===== src/sv/adll_pkg.sv =====
package adll_pkg;

    localparam int CELLS_DEF = 64;

    localparam logic [2:0] CMD_INSERT = 3'd0;
    localparam logic [2:0] CMD_DELETE = 3'd1;
    localparam logic [2:0] CMD_SEARCH = 3'd2;
    localparam logic [2:0] CMD_MIN    = 3'd3;
    localparam logic [2:0] CMD_MAX    = 3'd4;

    // -1 on the 7-bit index ports
    localparam logic [6:0] IDX_NONE = 7'h7F;

    localparam logic [31:0] KEY_SIGN = 32'h8000_0000;
    localparam logic [31:0] KEY_ONES = 32'hFFFF_FFFF;

    typedef struct packed {
        logic rd_en;
        logic key_we;
        logic lnk_we;
    } mem_ctl_t;

endpackage


===== src/sv/adll_store.sv =====
module adll_store #(
    parameter int CELLS = adll_pkg::CELLS_DEF
) (
    input  logic                               clk,
    input  adll_pkg::mem_ctl_t                 ctl,
    input  logic [$clog2(CELLS)-1:0]           rd_addr,
    input  logic [$clog2(CELLS)-1:0]           wr_addr,
    input  logic [31:0]                        key_wdata,
    input  logic [2*($clog2(CELLS)+1)-1:0]     lnk_wdata,
    output logic [31:0]                        key_rdata,
    output logic [2*($clog2(CELLS)+1)-1:0]     lnk_rdata
);
    import adll_pkg::*;

    localparam int IW = $clog2(CELLS);
    localparam int DW = 2 * (IW + 1);

    // link word: {prev, next}, each {valid, index}
    logic [31:0]   key_mem [CELLS];
    logic [DW-1:0] lnk_mem [CELLS];

    logic [31:0]   key_rd_reg;
    logic [DW-1:0] lnk_rd_reg;

    always_ff @(posedge clk)
    begin
        if (ctl.key_we)
        begin
            key_mem[wr_addr] <= key_wdata;
        end
        if (ctl.lnk_we)
        begin
            lnk_mem[wr_addr] <= lnk_wdata;
        end
        if (ctl.rd_en)
        begin
            key_rd_reg <= key_mem[rd_addr];
            lnk_rd_reg <= lnk_mem[rd_addr];
        end
    end

    assign key_rdata = key_rd_reg;
    assign lnk_rdata = lnk_rd_reg;

endmodule


===== src/sv/array_doubly_linked_list.sv =====
// Doubly linked list held in a store of CELLS cells (key, prev link, next link)
// plus a head pointer kept in a register.
// Command channel: present cmd, cell_req, position and key_in with start high;
// the transfer happens on a rising edge where start is high and busy is low.
// Result channel: done is high for one cycle with index_out, key_out and found
// valid; the receiver cannot stall, so the result must be taken that cycle.
// Steps from the accepting edge to the done cycle:
//   rejected or unknown command, or walk of an empty list: done in the next cycle
//   insert: INS_P1, INS_P2, INS_P3 if a position is given, INS_N1, INS_N2, then
//   INS_N3 if a next cell exists; delete: DEL_1, DEL_2 if a previous cell exists,
//   DEL_3, then DEL_4 if a next cell exists; search, minimum, maximum: at most CELLS
//   cells, one per cycle through the single read port of the cell store, the next address taken from the read data.
// busy falls in the done cycle, so a new command can be taken there.
// Reset clears the head pointer (empty list) and the sequencer; the cell store
// is not cleared and needs no pass after reset.
module array_doubly_linked_list #(
    parameter int CELLS = adll_pkg::CELLS_DEF
) (
    input  logic        clk,
    input  logic        rst_n,
    input  logic        start,
    output logic        busy,
    input  logic [2:0]  cmd,
    input  logic [6:0]  cell_req,
    input  logic [6:0]  position,
    input  logic [31:0] key_in,
    output logic        done,
    output logic [6:0]  index_out,
    output logic [31:0] key_out,
    output logic        found
);
    import adll_pkg::*;

    localparam int IW = $clog2(CELLS);
    localparam int LW = IW + 1;

    localparam logic [3:0] S_IDLE   = 4'd0;
    localparam logic [3:0] S_INS_P1 = 4'd1;
    localparam logic [3:0] S_INS_P2 = 4'd2;
    localparam logic [3:0] S_INS_P3 = 4'd3;
    localparam logic [3:0] S_INS_N1 = 4'd4;
    localparam logic [3:0] S_INS_N2 = 4'd5;
    localparam logic [3:0] S_INS_N3 = 4'd6;
    localparam logic [3:0] S_DEL_1  = 4'd7;
    localparam logic [3:0] S_DEL_2  = 4'd8;
    localparam logic [3:0] S_DEL_3  = 4'd9;
    localparam logic [3:0] S_DEL_4  = 4'd10;
    localparam logic [3:0] S_WALK   = 4'd11;

    localparam logic [LW-1:0] LNK_NONE = '0;
    localparam logic [IW-1:0] LAST_STEP = IW'(CELLS - 1);

    logic [3:0]    state_reg, state_next;
    logic [2:0]    cmd_reg, cmd_next;
    logic [IW-1:0] x_reg, x_next;
    logic [LW-1:0] p_reg, p_next;
    logic [LW-1:0] n_reg, n_next;
    logic [LW-1:0] head_reg, head_next;
    logic [IW-1:0] cur_reg, cur_next;
    logic [IW-1:0] best_reg, best_next;
    logic [IW-1:0] steps_reg, steps_next;
    logic [31:0]   key_reg, key_next;
    logic [31:0]   bound_reg, bound_next;
    logic          done_reg, done_next;
    logic [6:0]    idx_out_reg, idx_out_next;
    logic [31:0]   key_out_reg, key_out_next;
    logic          found_reg, found_next;

    mem_ctl_t        ctl;
    logic [IW-1:0]   rd_addr, wr_addr;
    logic [31:0]     key_wdata, key_rdata;
    logic [2*LW-1:0] lnk_wdata, lnk_rdata;
    logic [LW-1:0]   rd_prev, rd_next;

    logic          c_ok, p_ok, pos_none;
    logic [IW-1:0] c_idx, p_idx;
    logic [31:0]   kx;
    logic          better, last;
    logic [31:0]   bound_upd;
    logic [IW-1:0] best_upd;

    adll_store #(
        .CELLS (CELLS)
    ) u_store (
        .clk       (clk),
        .ctl       (ctl),
        .rd_addr   (rd_addr),
        .wr_addr   (wr_addr),
        .key_wdata (key_wdata),
        .lnk_wdata (lnk_wdata),
        .key_rdata (key_rdata),
        .lnk_rdata (lnk_rdata)
    );

    assign rd_prev = lnk_rdata[2*LW-1:LW];
    assign rd_next = lnk_rdata[LW-1:0];

    assign c_ok     = !cell_req[6] && ({26'd0, cell_req[5:0]} < 32'(CELLS));
    assign p_ok     = !position[6] && ({26'd0, position[5:0]} < 32'(CELLS));
    assign pos_none = (position == IDX_NONE);
    assign c_idx    = IW'(cell_req[5:0]);
    assign p_idx    = IW'(position[5:0]);

    // walk compare: sign flip turns signed order into unsigned order
    assign kx     = key_rdata ^ KEY_SIGN;
    assign better = (cmd_reg == CMD_MAX) ? (kx > bound_reg) : (kx < bound_reg);
    assign bound_upd = better ? kx : bound_reg;
    assign best_upd  = better ? cur_reg : best_reg;
    assign last      = !rd_next[IW] || (steps_reg == LAST_STEP);

    always_comb
    begin
        state_next   = state_reg;
        cmd_next     = cmd_reg;
        x_next       = x_reg;
        p_next       = p_reg;
        n_next       = n_reg;
        head_next    = head_reg;
        cur_next     = cur_reg;
        best_next    = best_reg;
        steps_next   = steps_reg;
        key_next     = key_reg;
        bound_next   = bound_reg;
        done_next    = 1'b0;
        idx_out_next = idx_out_reg;
        key_out_next = key_out_reg;
        found_next   = found_reg;

        ctl       = '0;
        rd_addr   = '0;
        wr_addr   = '0;
        key_wdata = key_reg;
        lnk_wdata = '0;

        case (state_reg)
            S_IDLE:
            begin
                if (start)
                begin
                    cmd_next = cmd;
                    key_next = key_in;
                    x_next   = c_idx;
                    case (cmd)
                        CMD_INSERT:
                        begin
                            if (c_ok && p_ok)
                            begin
                                ctl.rd_en  = 1'b1;
                                rd_addr    = p_idx;
                                p_next     = {1'b1, p_idx};
                                state_next = S_INS_P1;
                            end
                            else if (c_ok && pos_none)
                            begin
                                // front insert: whole cell written at once
                                ctl.key_we = 1'b1;
                                ctl.lnk_we = 1'b1;
                                wr_addr    = c_idx;
                                key_wdata  = key_in;
                                lnk_wdata  = {LNK_NONE, head_reg};
                                head_next  = {1'b1, c_idx};
                                state_next = S_INS_N1;
                            end
                            else
                            begin
                                done_next    = 1'b1;
                                idx_out_next = cell_req;
                                key_out_next = '0;
                                found_next   = 1'b0;
                            end
                        end
                        CMD_DELETE:
                        begin
                            if (c_ok)
                            begin
                                ctl.rd_en  = 1'b1;
                                rd_addr    = c_idx;
                                state_next = S_DEL_1;
                            end
                            else
                            begin
                                done_next    = 1'b1;
                                idx_out_next = cell_req;
                                key_out_next = '0;
                                found_next   = 1'b0;
                            end
                        end
                        CMD_SEARCH, CMD_MIN, CMD_MAX:
                        begin
                            if (head_reg[IW])
                            begin
                                ctl.rd_en  = 1'b1;
                                rd_addr    = head_reg[IW-1:0];
                                cur_next   = head_reg[IW-1:0];
                                best_next  = head_reg[IW-1:0];
                                steps_next = '0;
                                bound_next = (cmd == CMD_MAX) ? '0 : KEY_ONES;
                                state_next = S_WALK;
                            end
                            else
                            begin
                                done_next    = 1'b1;
                                idx_out_next = IDX_NONE;
                                key_out_next = '0;
                                found_next   = 1'b0;
                            end
                        end
                        default:
                        begin
                            done_next    = 1'b1;
                            idx_out_next = IDX_NONE;
                            key_out_next = '0;
                            found_next   = 1'b0;
                        end
                    endcase
                end
            end
            S_INS_P1:
            begin
                ctl.key_we = 1'b1;
                ctl.lnk_we = 1'b1;
                wr_addr    = x_reg;
                lnk_wdata  = {p_reg, rd_next};
                state_next = S_INS_P2;
            end
            S_INS_P2:
            begin
                // re-read p: it may be the cell just written
                ctl.rd_en  = 1'b1;
                rd_addr    = p_reg[IW-1:0];
                state_next = S_INS_P3;
            end
            S_INS_P3:
            begin
                ctl.lnk_we = 1'b1;
                wr_addr    = p_reg[IW-1:0];
                lnk_wdata  = {rd_prev, 1'b1, x_reg};
                state_next = S_INS_N1;
            end
            S_INS_N1:
            begin
                ctl.rd_en  = 1'b1;
                rd_addr    = x_reg;
                state_next = S_INS_N2;
            end
            S_INS_N2:
            begin
                if (rd_next[IW])
                begin
                    ctl.rd_en  = 1'b1;
                    rd_addr    = rd_next[IW-1:0];
                    n_next     = rd_next;
                    state_next = S_INS_N3;
                end
                else
                begin
                    state_next   = S_IDLE;
                    done_next    = 1'b1;
                    idx_out_next = 7'(x_reg);
                    key_out_next = key_reg;
                    found_next   = 1'b1;
                end
            end
            S_INS_N3:
            begin
                ctl.lnk_we   = 1'b1;
                wr_addr      = n_reg[IW-1:0];
                lnk_wdata    = {1'b1, x_reg, rd_next};
                state_next   = S_IDLE;
                done_next    = 1'b1;
                idx_out_next = 7'(x_reg);
                key_out_next = key_reg;
                found_next   = 1'b1;
            end
            S_DEL_1:
            begin
                key_next = key_rdata;
                p_next   = rd_prev;
                n_next   = rd_next;
                if (rd_prev[IW])
                begin
                    ctl.rd_en  = 1'b1;
                    rd_addr    = rd_prev[IW-1:0];
                    state_next = S_DEL_2;
                end
                else
                begin
                    head_next  = rd_next;
                    state_next = S_DEL_3;
                end
            end
            S_DEL_2:
            begin
                ctl.lnk_we = 1'b1;
                wr_addr    = p_reg[IW-1:0];
                lnk_wdata  = {rd_prev, n_reg};
                state_next = S_DEL_3;
            end
            S_DEL_3:
            begin
                if (n_reg[IW])
                begin
                    ctl.rd_en  = 1'b1;
                    rd_addr    = n_reg[IW-1:0];
                    state_next = S_DEL_4;
                end
                else
                begin
                    state_next   = S_IDLE;
                    done_next    = 1'b1;
                    idx_out_next = 7'(x_reg);
                    key_out_next = key_reg;
                    found_next   = 1'b1;
                end
            end
            S_DEL_4:
            begin
                // p_reg is none when the deleted cell was the head
                ctl.lnk_we   = 1'b1;
                wr_addr      = n_reg[IW-1:0];
                lnk_wdata    = {p_reg, rd_next};
                state_next   = S_IDLE;
                done_next    = 1'b1;
                idx_out_next = 7'(x_reg);
                key_out_next = key_reg;
                found_next   = 1'b1;
            end
            S_WALK:
            begin
                if (cmd_reg == CMD_SEARCH && key_rdata == key_reg)
                begin
                    state_next   = S_IDLE;
                    done_next    = 1'b1;
                    idx_out_next = 7'(cur_reg);
                    key_out_next = key_rdata;
                    found_next   = 1'b1;
                end
                else if (last)
                begin
                    state_next = S_IDLE;
                    done_next  = 1'b1;
                    if (cmd_reg == CMD_SEARCH)
                    begin
                        idx_out_next = IDX_NONE;
                        key_out_next = '0;
                        found_next   = 1'b0;
                    end
                    else
                    begin
                        idx_out_next = 7'(best_upd);
                        key_out_next = bound_upd ^ KEY_SIGN;
                        found_next   = 1'b1;
                    end
                end
                else
                begin
                    // next address straight from the read data
                    ctl.rd_en  = 1'b1;
                    rd_addr    = rd_next[IW-1:0];
                    cur_next   = rd_next[IW-1:0];
                    steps_next = steps_reg + 1'b1;
                    bound_next = bound_upd;
                    best_next  = best_upd;
                end
            end
            default:
            begin
                state_next = S_IDLE;
            end
        endcase
    end

    always_ff @(posedge clk or negedge rst_n)
    begin
        if (!rst_n)
        begin
            state_reg <= S_IDLE;
            head_reg  <= LNK_NONE;
            done_reg  <= 1'b0;
        end
        else
        begin
            state_reg <= state_next;
            head_reg  <= head_next;
            done_reg  <= done_next;
        end
    end

    always_ff @(posedge clk)
    begin
        cmd_reg     <= cmd_next;
        x_reg       <= x_next;
        p_reg       <= p_next;
        n_reg       <= n_next;
        cur_reg     <= cur_next;
        best_reg    <= best_next;
        steps_reg   <= steps_next;
        key_reg     <= key_next;
        bound_reg   <= bound_next;
        idx_out_reg <= idx_out_next;
        key_out_reg <= key_out_next;
        found_reg   <= found_next;
    end

    assign busy      = (state_reg != S_IDLE);
    assign done      = done_reg;
    assign index_out = idx_out_reg;
    assign key_out   = key_out_reg;
    assign found     = found_reg;

endmodule


===== config.mk =====
export PLATFORM = sky130hd
export DESIGN_NAME = array_doubly_linked_list
export DESIGN_NICKNAME = d
export VERILOG_FILES = /design/src/sv/adll_pkg.sv /design/src/sv/adll_store.sv /design/src/sv/array_doubly_linked_list.sv
export SDC_FILE = /design/constraint.sdc
export NUM_CORES = 2
export LEC_CHECK = 0
export BUFFER_PORTS_ARGS = -buffer_cell sky130_fd_sc_hd__buf_2
export CORE_MARGIN = 5
export CORE_UTILIZATION = 35
export DETAILED_ROUTE_END_ITERATION = 6
export GPL_TIMING_DRIVEN = 0
export HOLD_SLACK_MARGIN = 0.03
export SETUP_SLACK_MARGIN = 0.02
export SYNTH_ARGS = -nofsm -noshare
export SYNTH_HDL_FRONTEND = slang
export SYNTH_HIERARCHICAL = 1
export SYNTH_SLANG_ARGS = --single-unit

===== constraint.sdc =====
create_clock -name clk -period 4.8 [get_ports clk]
set_input_delay 0.48 -clock clk [delete_from_list [all_inputs] [get_ports clk]]
set_output_delay 0.48 -clock clk [all_outputs]
set_load 0.1 [all_outputs]

==> run_results.csv <==
group,metric,value,unit
status,violations,"DRC, setup timing",
worst_setup_path,cp_data_arrival_time,5.67,ns
power_and_ir_drop,p_leak,46.35,nW
worst_setup_path,rrSetupSlack,-0.23,ns
power_and_ir_drop,power.share.switching,38.05,%
worst_setup_path,required,5.43,ns
worst_setup_path,crit_chain,"xnor2_4, nand4_1, nor3_1, nand4_1, buf_4, nor3b_4, buf_4, a21o_4, clkbuf_4, buf_6, buf_6, clkbuf_4, mux2i_2, a32oi_1, nor3_4",
worst_setup_path,crit_start,"key_reg[2]",
cts,clock_latency,0.90,ns
cts,cts_buffers,326,
power_and_ir_drop,total_power,99.55,mW
worst_setup_path,critPathCaptureType,"register",
synth,synth_edf_count,3135,
global_routing,grt.total_usage,22.33,%
global_routing,gr-usage-met3,6.038,%
cts,cts_tree,"built",
power_and_ir_drop,pwr-share-comb,39.5,%
floorplan,dieArea,364700,µm²
cells_and_area,regArea,94440,µm²
synth,avgSynthCellArea,20.77,µm²
timing,worst_pin_slew,1.427,ns
timing,rsz0062_at_grt,"yes",
routing,wirelength,419300,µm
timing,maxSlewHeadroom,4.875,%
timing,skew,0.06298,ns
power_and_ir_drop,powerDensity,667.7,nW/µm²
worst_setup_path,path_max_fanout,11,
flow_run,max_cap_violations,0,
global_routing,antenna_found_initial,18,
routing,firstDrtPassIters,7,
floorplan,initial_core_util,35.06,%
floorplan,core_area,352100,µm²
status,status,"finished, violations left",
cells_and_area,area_growth,20.77,%
global_routing,grt_first_pass_wirelength,562600,µm
cts,cts_buffer_depth,4,
timing,worst_slack,-0.2342,ns
global_routing,grt_max_degree,65,
floorplan,die_w,603.9,µm
cells_and_area,max_flop_register,"u_store/key_mem",
routing,ant_nets,0,
routing,remaining_drc_errors,17,
cells_and_area,fill_cells,30030,
worst_setup_path,r2r-end,"u_store/key_rdata[31]",
worst_setup_path,critPathKind,"reg -> reg",
cells_and_area,top_regs,"u_store/key_mem (2048), u_store/lnk_mem (896)",
cells_and_area,largest_reg_flops,2048,
worst_setup_path,reg2reg_depth,15,
synth,syn-cell-area,123500,µm²
routing,drtIter0Drc,10980,
cells_and_area,most-common-layout-cells,"3,135 x edfxtp_1, 751 x mux4_2, 339 x clkbuf_16",
routing,num_vias,69110,
timing,finalHoldViolCount,0,
power_and_ir_drop,seq_power_share,35.4,%
synth,synth-seq-cells,3147,
min_path,hold_path.class,"in -> reg",
synth,synthFlopType,"edfxtp_1",
cells_and_area,layout-drive-gt1-share,32.54,%
cts,htree_levels,5,
timing,finalCritPeriodShare,104.9,%
timing,timing.final.max_slew_violations,0,
min_path,hold_path_depth,3,
worst_setup_path,rr_startpoint,"key_reg[2]",
timing,fmax,198.6,MHz
worst_setup_path,cpPeakStageDelay,0.49,ns
synth,ys_warn_count,6,
worst_setup_path,critPathCapture,"u_store/key_rdata[31]",
placed_design,io_buffers,93,
timing,setup_viol,57,
global_routing,grt_use_met1,30.02,%
routing,via_per_inst,5.908,
routing,drt-wirelength-per-cell,35.85,µm
global_routing,grt_pass1_vias,66620,
cells_and_area,multiInputGateArea,29300,µm²
placed_design,dpl_worst_slack,-3.407,ns
power_and_ir_drop,p_clk_share,25.1,%
global_routing,busiest_layer,"met2",
synth,synth_nets,6030,
placed_design,gp_congestion,0.9040,
timing,min_period,5.034,ns
placed_design,hpwl,282600,µm
cells_and_area,layout_commonest_cell,"edfxtp_1",
synth,yosysSeqAreaShare,76.49,%
power_and_ir_drop,p_int,61.67,mW
floorplan,io-pin-count,94,
synth,synthArstFlopShare,0.3813,%
worst_setup_path,crit_path_top_delay_cell,"edfxtp_1",
power_and_ir_drop,ir_drop,651.1,µV
synth,ys_types,64,
cts,clk_pin_slew,0.06,ns
worst_setup_path,cp-start-kind,"register",
cts,cts_root_buf,"clkbuf_16",
floorplan,rows,218,
floorplan,die_h,603.9,µm
timing,tns,-2.573,ns
global_routing,met2_usage,33.20,%
global_routing,overflow,0,
synth,synthCells,5945,
cts,cts.sinks,3147,
power_and_ir_drop,p_sw,37.88,mW
cells_and_area,nets,6789,
cell type report:
class | instances | area share [%]
Clock inverter | 183 | 1.149
Clock buffer | 398 | 5.809
Tap cell | 4730 | 3.969
Multi-Input combinational cell | 2399 | 19.65
Buffer | 326 | 1.977
Timing Repair Buffer | 447 | 3.941
Inverter | 57 | 0.1460
Sequential cell | 3147 | 63.34
Antenna cell | 10 | 0.01678
metrics by stage:
step / utilization (%) / cell area (µm²) / hold WS (ns) / cells
floorplan: - / 123500 / 0.1844 / 5945
global placement: 36.87 / 129800 / 0.4009 / 10770
detailed placement: 37.94 / 133600 / 0.4012 / 10920
CTS: 41.91 / 147600 / 0.03901 / 11650
global route: 42.34 / 149100 / 0.1065 / 11690
finish: 42.34 / 149100 / 0.1010 / 11700
cells by family (layout without fill, tap and decap cells):
kind of cell | Yosys count | in the layout | synth area share, %
compound gates | 613 | 613 | 3.369
xor+xnor | 36 | 36 | 0.2554
fa+ha+maj | 33 | 33 | 0.3344
buf+inv | 399 | 1411 | 1.543
flops | 3147 | 3147 | 76.49
mux | 962 | 962 | 15.45
other cells | 0 | 10 | 0
simple gates | 755 | 755 | 2.552
worst min-delay path by stage:
stage                     start            to  slack (ns)
CTS                 cell_req[6]  index_out[6]        0.04
floorplan                 rst_n          done        0.18
global placement          rst_n          done        0.40
global route              start          done        0.11
finish                    start          done        0.10
detailed placement        rst_n          done        0.40
cell usage after synthesis (18+ instances only):
library cell	count	area share, %
o21ai_0	114	0.46
buf_2	101	0.41
o22ai_1	85	0.43
ha_1	33	0.33
clkbuf_1	156	0.47
buf_6	22	0.20
a31oi_1	20	0.10
a21oi_1	85	0.34
mux2i_1	170	1.4
mux2_2	41	0.37
nand4_1	18	0.091
nor2_1	295	0.90
a222oi_1	24	0.19
xnor2_1	28	0.20
buf_1	34	0.10
o21ai_1	76	0.31
a221oi_1	75	0.53
edfxtp_1	3135	76
nor3_1	26	0.11
inv_1	57	0.17
o221ai_1	40	0.28
o41a_1	30	0.27
mux4_2	751	14
nand2_1	330	1.0
buf_4	27	0.16
repair_timing:
item	in CTS	in global routing
gates resized for setup	538	286
setup buffers	106	45
hold buffers	49	0
endpoints found under the hold margin	65	0
cloned	0	1
endpoints found under the setup margin	3856	1471
pin swaps	73	23
critical path: cells and delay by family, from the launching register on:
family | cells | cell delay (ns)
AND/OR/NAND/NOR | 5 | 1.36
flip-flops | 1 | 0.49
AO/OA/AOI/OAI | 2 | 0.47
XOR/XNOR | 1 | 0.23
buffers and inverters | 6 | 1.73
multiplexers | 1 | 0.45
layer usage:
metal	vias up	share of wire [%]	routed length [µm]
met1	36770	36	152700
met3	955	13	53250
met5	-	0.082	344
met2	4985	45	187000
met4	8	6.2	26030
li1	26390	-	-
power groups by stage:
stage / Sequential [mW] / Combinational (mW) / Clock [mW]
floorplan: 36.4 / 18.1 / 0
global placement: 36.1 / 33.9 / 0
detailed placement: 35.8 / 35.1 / 0
CTS: 35.3 / 37.2 / 25.2
global route: 35.3 / 39.9 / 26.4
finish: 35.3 / 39.3 / 25.0
Note: power is estimated with default switching activity, not from simulation.
